===== config.mk =====
export PLATFORM = sky130hd
export DESIGN_NAME = round_robin_task_switcher
export DESIGN_NICKNAME = d
export VERILOG_FILES = /design/src/rtl/rrts_pkg.sv /design/src/rtl/rrts_slot_table.sv /design/src/rtl/round_robin_task_switcher.sv
export VERILOG_INCLUDE_DIRS = /design/src /design/src/rtl
export SDC_FILE = /design/constraint.sdc
export NUM_CORES = 2
export LEC_CHECK = 0
export ABC_AREA = 1
export BUFFER_PORTS_ARGS = -buffer_cell sky130_fd_sc_hd__buf_2
export CORE_ASPECT_RATIO = 2
export CORE_MARGIN = 2
export CORE_UTILIZATION = 55
export CTS_CLUSTER_SIZE = 8
export DETAILED_ROUTE_END_ITERATION = 12
export MAX_ROUTING_LAYER = met4
export PLACE_DENSITY_LB_ADDON = 0.3
export SYNTH_ARGS = -nofsm -noshare
export SYNTH_HDL_FRONTEND = slang
export SYNTH_SLANG_ARGS = --single-unit

===== constraint.sdc =====
create_clock -name clk_i -period 6.8 [get_ports clk_i]
set_input_delay 0.68 -clock clk_i [delete_from_list [all_inputs] [get_ports clk_i]]
set_output_delay 0.68 -clock clk_i [all_outputs]
set_load 0.005 [all_outputs]

===== src/rtl/round_robin_task_switcher_defines.svh =====
// ----------------------------------------------------------------------------
// round robin task switcher assertion macros
// concurrent assertion wrappers, compiled out when SYNTH is defined
// ----------------------------------------------------------------------------
`ifndef ROUND_ROBIN_TASK_SWITCHER_DEFINES_SVH
`define ROUND_ROBIN_TASK_SWITCHER_DEFINES_SVH

`ifndef SYNTH
// checked only out of reset
`define RRTS_ASSERT(lbl, prop, msg) \
  lbl: assert property (@(posedge clk_i) disable iff (!rst_ni) prop) else $error(msg);
// checked at every edge, reset included
`define RRTS_ASSERT_NR(lbl, prop, msg) \
  lbl: assert property (@(posedge clk_i) prop) else $error(msg);
`else
`define RRTS_ASSERT(lbl, prop, msg)
`define RRTS_ASSERT_NR(lbl, prop, msg)
`endif

`endif


===== src/rtl/rrts_pkg.sv =====
`timescale 1ns / 1ps
// ----------------------------------------------------------------------------
// rrts_pkg
// shared constants, codes and types of the round robin task switcher
// ----------------------------------------------------------------------------
package rrts_pkg;

  localparam int MaxTasks = 16;
  localparam int SlotW    = (MaxTasks > 1) ? $clog2(MaxTasks) : 1;
  localparam int CntW     = SlotW + 1;
  localparam int DataW    = 32;
  localparam int IdW      = 5;
  localparam int StatW    = 2;
  localparam int CmdW     = 2;
  localparam int AddrW    = 2;

  typedef enum logic [CmdW-1:0] {
    CMD_CREATE = 2'd0,
    CMD_SWITCH = 2'd1,
    CMD_EXIT   = 2'd2
  } cmd_e;

  localparam logic [StatW-1:0] STATUS_OK     = 2'd0;
  localparam logic [StatW-1:0] STATUS_FULL   = 2'd1;
  localparam logic [StatW-1:0] STATUS_REFUSE = 2'd2;

  localparam logic [AddrW-1:0] ADDR_BOOT_STACK = 2'd0;

  // write port of the slot table
  typedef struct packed {
    logic             we_sp;
    logic             we_ks;
    logic [SlotW-1:0] addr;
    logic [DataW-1:0] sp;
    logic [DataW-1:0] ks;
  } slot_wr_t;

endpackage


===== src/rtl/rrts_slot_table.sv =====
`timescale 1ns / 1ps
// ----------------------------------------------------------------------------
// rrts_slot_table
// saved stack pointer and kernel stack top per slot, one write, one
// registered read per cycle
// ----------------------------------------------------------------------------
module rrts_slot_table (
  input  logic                         clk_i,
  input  rrts_pkg::slot_wr_t           wr_i,
  input  logic [rrts_pkg::SlotW-1:0]   rd_addr_i,
  output logic [rrts_pkg::DataW-1:0]   rd_sp_o,
  output logic [rrts_pkg::DataW-1:0]   rd_ks_o
);
  import rrts_pkg::*;

  logic [DataW-1:0] sp_mem [MaxTasks];
  logic [DataW-1:0] ks_mem [MaxTasks];
  logic [DataW-1:0] rd_sp_q;
  logic [DataW-1:0] rd_ks_q;

  always_ff @(posedge clk_i) begin
    if (wr_i.we_sp) begin
      sp_mem[wr_i.addr] <= wr_i.sp;
    end
    if (wr_i.we_ks) begin
      ks_mem[wr_i.addr] <= wr_i.ks;
    end
  end

  always_ff @(posedge clk_i) begin
    rd_sp_q <= sp_mem[rd_addr_i];
    rd_ks_q <= ks_mem[rd_addr_i];
  end

  assign rd_sp_o = rd_sp_q;
  assign rd_ks_o = rd_ks_q;

endmodule


===== src/rtl/round_robin_task_switcher.sv =====
`timescale 1ns / 1ps
// create and exit: idle, then done, where the result beat is registered once the output is free
// switch: idle, walk, then done; the walk steps over 1 up to the task count slots, and the walk
//   unit tests one slot per cycle against the dead flags
// one item at a time: the next input beat is taken only back in idle, once the result beat is registered
// reset: kernel task in slot 0 running, one task; slot memories not cleared
// ----------------------------------------------------------------------------
// round_robin_task_switcher
// task slot table with create, round robin switch and exit commands
// ----------------------------------------------------------------------------
`include "round_robin_task_switcher_defines.svh"

module round_robin_task_switcher (
  input  logic                         clk_i,
  input  logic                         rst_ni,
  // configuration
  input  logic                         psel,
  input  logic                         penable,
  input  logic                         pwrite,
  input  logic [rrts_pkg::AddrW-1:0]   paddr,
  input  logic [rrts_pkg::DataW-1:0]   pwdata,
  output logic [rrts_pkg::DataW-1:0]   prdata,
  output logic                         pready,
  // command channel
  input  logic                         in_valid_i,
  output logic                         in_stall_o,
  input  logic [rrts_pkg::CmdW-1:0]    cmd_i,
  input  logic [rrts_pkg::DataW-1:0]   stack_pointer_in_i,
  input  logic [rrts_pkg::DataW-1:0]   new_kernel_stack_top_i,
  // result channel
  output logic                         out_valid_o,
  input  logic                         out_stall_i,
  output logic [rrts_pkg::DataW-1:0]   resume_stack_pointer_o,
  output logic [rrts_pkg::DataW-1:0]   resume_kernel_stack_top_o,
  output logic [rrts_pkg::IdW-1:0]     task_id_o,
  output logic [rrts_pkg::StatW-1:0]   status_o
);
  import rrts_pkg::*;

  typedef enum logic [2:0] {
    ST_IDLE = 3'b001,
    ST_WALK = 3'b010,
    ST_DONE = 3'b100
  } state_e;

  state_e            state_q;
  logic [DataW-1:0]  boot_stack_q;
  logic [MaxTasks-1:0] dead_q;
  logic [SlotW-1:0]  current_q;
  logic [CntW-1:0]   task_cnt_q;
  logic [CmdW-1:0]   cmd_q;
  logic [SlotW-1:0]  cand_q;
  logic [IdW-1:0]    res_id_q;
  logic [StatW-1:0]  res_st_q;
  logic              out_valid_q;
  logic [DataW-1:0]  out_sp_q;
  logic [DataW-1:0]  out_ks_q;
  logic [IdW-1:0]    out_id_q;
  logic [StatW-1:0]  out_st_q;

  logic              accept;
  logic              table_full;
  logic              out_free;
  logic [CntW-1:0]   cand_inc;
  logic [SlotW-1:0]  nx;
  logic              nx_live;
  logic [SlotW-1:0]  rd_addr;
  slot_wr_t          wr;
  logic [DataW-1:0]  rd_sp;
  logic [DataW-1:0]  rd_ks;

  // configuration port
  assign pready = 1'b1;
  assign prdata = (paddr == ADDR_BOOT_STACK) ? boot_stack_q : '0;

  always_ff @(posedge clk_i or negedge rst_ni) begin
    if (!rst_ni) begin
      boot_stack_q <= '0;
    end else if (psel && penable && pwrite && (paddr == ADDR_BOOT_STACK)) begin
      boot_stack_q <= pwdata;
    end
  end

  assign in_stall_o = (state_q != ST_IDLE);
  assign accept     = in_valid_i && (state_q == ST_IDLE);
  assign table_full = (task_cnt_q == CntW'(MaxTasks));
  assign out_free   = !out_valid_q || !out_stall_i;

  // walk unit: next slot with wraparound, live unless dead
  always_comb begin
    cand_inc = CntW'(cand_q) + CntW'(1);
    nx       = (cand_inc >= task_cnt_q) ? '0 : cand_inc[SlotW-1:0];
    nx_live  = !dead_q[nx];
  end

  // hold the chosen slot on the read port while the result waits
  assign rd_addr = (state_q == ST_DONE) ? cand_q : nx;

  always_comb begin
    wr.we_sp = 1'b0;
    wr.we_ks = 1'b0;
    wr.addr  = current_q;
    wr.sp    = stack_pointer_in_i;
    wr.ks    = new_kernel_stack_top_i;
    if (accept) begin
      case (cmd_i)
        CMD_CREATE: begin
          if (!table_full) begin
            wr.we_sp = 1'b1;
            wr.we_ks = 1'b1;
            wr.addr  = task_cnt_q[SlotW-1:0];
          end
        end
        CMD_SWITCH: begin
          wr.we_sp = 1'b1;
        end
        default: ;
      endcase
    end
  end

  rrts_slot_table u_slot_table (
    .clk_i     (clk_i),
    .wr_i      (wr),
    .rd_addr_i (rd_addr),
    .rd_sp_o   (rd_sp),
    .rd_ks_o   (rd_ks)
  );

  // result beat valid
  always_ff @(posedge clk_i or negedge rst_ni) begin
    if (!rst_ni) begin
      out_valid_q <= 1'b0;
    end else if (state_q == ST_DONE && out_free) begin
      out_valid_q <= 1'b1;
    end else if (out_valid_q && !out_stall_i) begin
      out_valid_q <= 1'b0;
    end
  end

  // sequencer and control state
  always_ff @(posedge clk_i or negedge rst_ni) begin
    if (!rst_ni) begin
      state_q     <= ST_IDLE;
      dead_q      <= '0;
      current_q   <= '0;
      task_cnt_q  <= CntW'(1);
      cmd_q       <= CMD_CREATE;
    end else begin
      unique case (state_q)
        ST_IDLE: begin
          if (accept) begin
            cmd_q   <= cmd_i;
            state_q <= (cmd_i == CMD_SWITCH) ? ST_WALK : ST_DONE;
            case (cmd_i)
              CMD_CREATE: begin
                if (!table_full) begin
                  task_cnt_q <= task_cnt_q + CntW'(1);
                end
              end
              CMD_EXIT: begin
                if (current_q != '0) begin
                  dead_q[current_q] <= 1'b1;
                end
              end
              default: ;
            endcase
          end
        end
        ST_WALK: begin
          if (nx_live) begin
            current_q <= nx;
            state_q   <= ST_DONE;
          end
        end
        ST_DONE: begin
          if (out_free) begin
            state_q <= ST_IDLE;
          end
        end
        default: state_q <= ST_IDLE;
      endcase
    end
  end

  // payload registers
  always_ff @(posedge clk_i) begin
    if (accept) begin
      cand_q <= current_q;
      case (cmd_i)
        CMD_CREATE: begin
          res_id_q <= table_full ? '0 : IdW'(task_cnt_q) + IdW'(1);
          res_st_q <= table_full ? STATUS_FULL : STATUS_OK;
        end
        CMD_EXIT: begin
          res_id_q <= '0;
          res_st_q <= (current_q == '0) ? STATUS_REFUSE : STATUS_OK;
        end
        default: begin
          res_id_q <= '0;
          res_st_q <= STATUS_OK;
        end
      endcase
    end else if (state_q == ST_WALK) begin
      cand_q <= nx;
    end
    if (state_q == ST_DONE && out_free) begin
      if (cmd_q == CMD_SWITCH) begin
        out_sp_q <= rd_sp;
        // slot 0 takes its kernel stack from the live register
        out_ks_q <= (cand_q == '0) ? boot_stack_q : rd_ks;
        out_id_q <= IdW'(cand_q) + IdW'(1);
        out_st_q <= STATUS_OK;
      end else begin
        out_sp_q <= '0;
        out_ks_q <= '0;
        out_id_q <= res_id_q;
        out_st_q <= res_st_q;
      end
    end
  end

  assign out_valid_o               = out_valid_q;
  assign resume_stack_pointer_o    = out_sp_q;
  assign resume_kernel_stack_top_o = out_ks_q;
  assign task_id_o                 = out_id_q;
  assign status_o                  = out_st_q;

  `RRTS_ASSERT(a_kernel_alive, !dead_q[0], "kernel slot marked dead")
  `RRTS_ASSERT(a_cur_in_table, CntW'(current_q) < task_cnt_q, "current slot beyond task count")
  `RRTS_ASSERT(a_done_emits, (state_q == ST_DONE) && out_free |=> out_valid_q, "result beat lost")
  `RRTS_ASSERT(a_walk_bound, (state_q == ST_WALK) |-> CntW'(cand_q) < task_cnt_q, "walk left table")

endmodule


==> reports/results.txt <==
worst setup path class: register to register
clock skew: 0.0191 ns
IO Port Bufs: 211
max-cap violations: 0
Slew @ Worst Pin: 1.18 ns
mapped cell area: 0.0504 mm^2
DIE AREA: 0.0943 mm^2
Area growth syn-to-layout: 13.9%
Fin. Hold Viols: 0
Max FO, Critical Path: 176
Iter 0 DRT Violations: 3384
ANT nets after route: 0
startpoint class of the critical path: register
post-synthesis sequential area ratio: 0.715
clk buf depth: 3
Net Count, Synth: 4644
drc violations: 0
crit-path max cell delay: 0.70 ns
commonest non-fill, non-tap cell in the layout: nand2_1
outcome: finished clean
CTS Buf Count: 172
post-route setup TNS: 0 ns
initial core utilization: 0.553
fin crit share: 0.731
unrepaired setup endpoints after global routing: no
nets@finish: 4846
row count: 157
fillers: 6886
Root Buffer: clkbuf_16
CP Cell Sequence: clkinv_1, ha_1, ha_1, nand2_1, nor2_1, nand2_2, nand3_1, nand2_1, nand2_8, clkinv_8, buf_4, nand2_1, nand2_1, nand2_1, nand3_1, nand3_1, nand2_1
die width: 218 um
setup repair bufs after CTS: 0
largest net degree at the start of global routing: 177
GRT overflow: 0
Total GRT Usage: 0.272
syn_area_per_cell: 11.1 um^2
WL/cell: 20.4 um
total wire length: 124000 um
Ports: 213
cell count after synthesis: 4528
fin. max-slew vios: 0
Rel. slew slack: 0.208
most used cell, CP: nand2_1
min Tclk post-route: 4.97 ns
final setup fails: 0
Synth cell types: 39
Core Area: 0.0911 mm^2
first-pass GRT wire length: 186000 um
Req. time, crit path: 7.44 ns
initial antenna violation count: 14
Worst-Skew Late Latency: 0.76 ns
commonest cells after routing, fill and taps aside: 1559 x nand2_1, 1106 x edfxtp_1, 537 x nand3_1
HPWL after DPL: 63300 um
cts repair resizes: 0
vias in the first global route: 32600
Seq cells post-synth: 1233
H-tree depth: 4
Worst EP arrival: 5.61 ns
element type at the critical path end: register
TritonRoute pass-1 iters: 6
Worst path slowest cell: clkinv_8
CTS tree: built
vias per std cell: 5.50
# clock sinks: 1233
vias: 33300
global placement routability congestion: 0.880
CTS Hold Bufs: 0
Hold Path Class: primary input to asynchronous set/reset pin
share of cells above drive strength 1: 0.107
die height: 432 um
Reg clk slew, reported paths: 0.06 ns
FMAX: 0.201 GHz
Yosys warnings: 0
-- Yosys cell counts, drive strengths merged --
cell type	count	area share
o21bai	10	0.0015
buf	206	0.023
edfxtp	1106	0.66
o211ai	127	0.019
conb	1	0.000074
dfstp	2	0.0010
nand3	538	0.054
xor2	4	0.00069
inv	497	0.037
or3	1	0.00012
nand2	1562	0.12
xnor2	1	0.00017
a31o	2	0.00035
clkbuf	32	0.0024
a21oi	66	0.0068
o21ai	57	0.0060
nand4	7	0.00087
nor2	168	0.013
nor3b	1	0.00015
dfxtp	64	0.025
ha	9	0.0022
clkinv	2	0.00015
dfrtp	61	0.030
nor3	3	0.00040
a41o	1	0.00020
-- cell families after synthesis --
family | Yosys count | synth area share
buffers and inverters | 737 | 0.0630
xor gates and xnor gates | 5 | 0.000868
AOI/OAI and AO/OA | 263 | 0.0337
other | 1 | 0.0000744
DFF | 1233 | 0.715
and+or+nand+nor | 2280 | 0.185
adders and majority gates | 9 | 0.00223
-- metal layers --
layer	GRT usage	vias up	routed length, um
met4	0.113	0	4470
met5	-	-	0
li1	-	15500	-
met3	0.0522	322	11100
met2	0.438	1682	60500
met1	0.338	15800	47500
-- stage by stage --
step,util,cell area [um^2],instances,hold WS (ns),setup WS [ns]
2_1_floorplan,-,50400,4528,0.384,2.02
3_3_place_gp,0.576,52500,5748,0.399,2.04
3_5_place_dp,0.576,52500,5748,0.382,1.87
4_1_cts,0.630,57400,6052,0.100,1.81
5_1_grt,0.630,57400,6064,0.145,1.34
6_report,0.630,57400,6066,0.0995,1.83
-- critical path: cells and delay by family, from the launching register on --
kind	cells	cell delay, ns
simple gates	12	1.96
buf+inv	3	1.53
fa+ha+maj	2	0.72
flops	1	0.45
-- area by class of cell --
class | instances | area [um^2] | share of cell area
Clock inverter | 9 | 86.3 | 0.00150
Multi-Input combinational cell | 2558 | 11500 | 0.200
Sequential cell | 1233 | 36100 | 0.628
Timing Repair Buffer | 266 | 1520 | 0.0264
Clock buffer | 295 | 4850 | 0.0845
Antenna cell | 14 | 35.0 | 0.000610
Inverter | 499 | 1900 | 0.0330
Tap cell | 1192 | 1490 | 0.0260
-- sequential cells by signal, summed over array words and instances, names as in the netlist --
name,count
u_slot_table.ks_mem,512
u_slot_table.sp_mem,512
boot_stack_q,32
resume_kernel_stack_top_o,32
resume_stack_pointer_o,32
u_slot_table.rd_ks_o,32
u_slot_table.rd_sp_o,32
dead_q,16
res_id_q,5
task_cnt_q,5
task_id_o,5
cand_q,4
current_q,4
state_q,3
cmd_q,2
res_st_q,2
status_o,2
out_valid_o,1
-- final timing paths --
path | startpoint | endpoint | slack [ns] | cells after the start
min | rst_ni | boot_stack_q[13] | 0.1 | 2
max in group asynchronous | rst_ni | current_q[0] | 6.11 | 2
min reg2reg | dead_q[0] | dead_q[0] | 0.40 | 0
max reg2reg | cand_q[0] | u_slot_table.rd_ks_o[21] | 1.83 | 17
min in group clk_i | pwdata[21] | boot_stack_q[21] | 0.17 | 3
max | cand_q[0] | u_slot_table.rd_ks_o[21] | 1.83 | 17
Power is left out: the tool's default activity adds up to more than one toggle a clock period on the data nets, which glitch-free logic cannot reach.
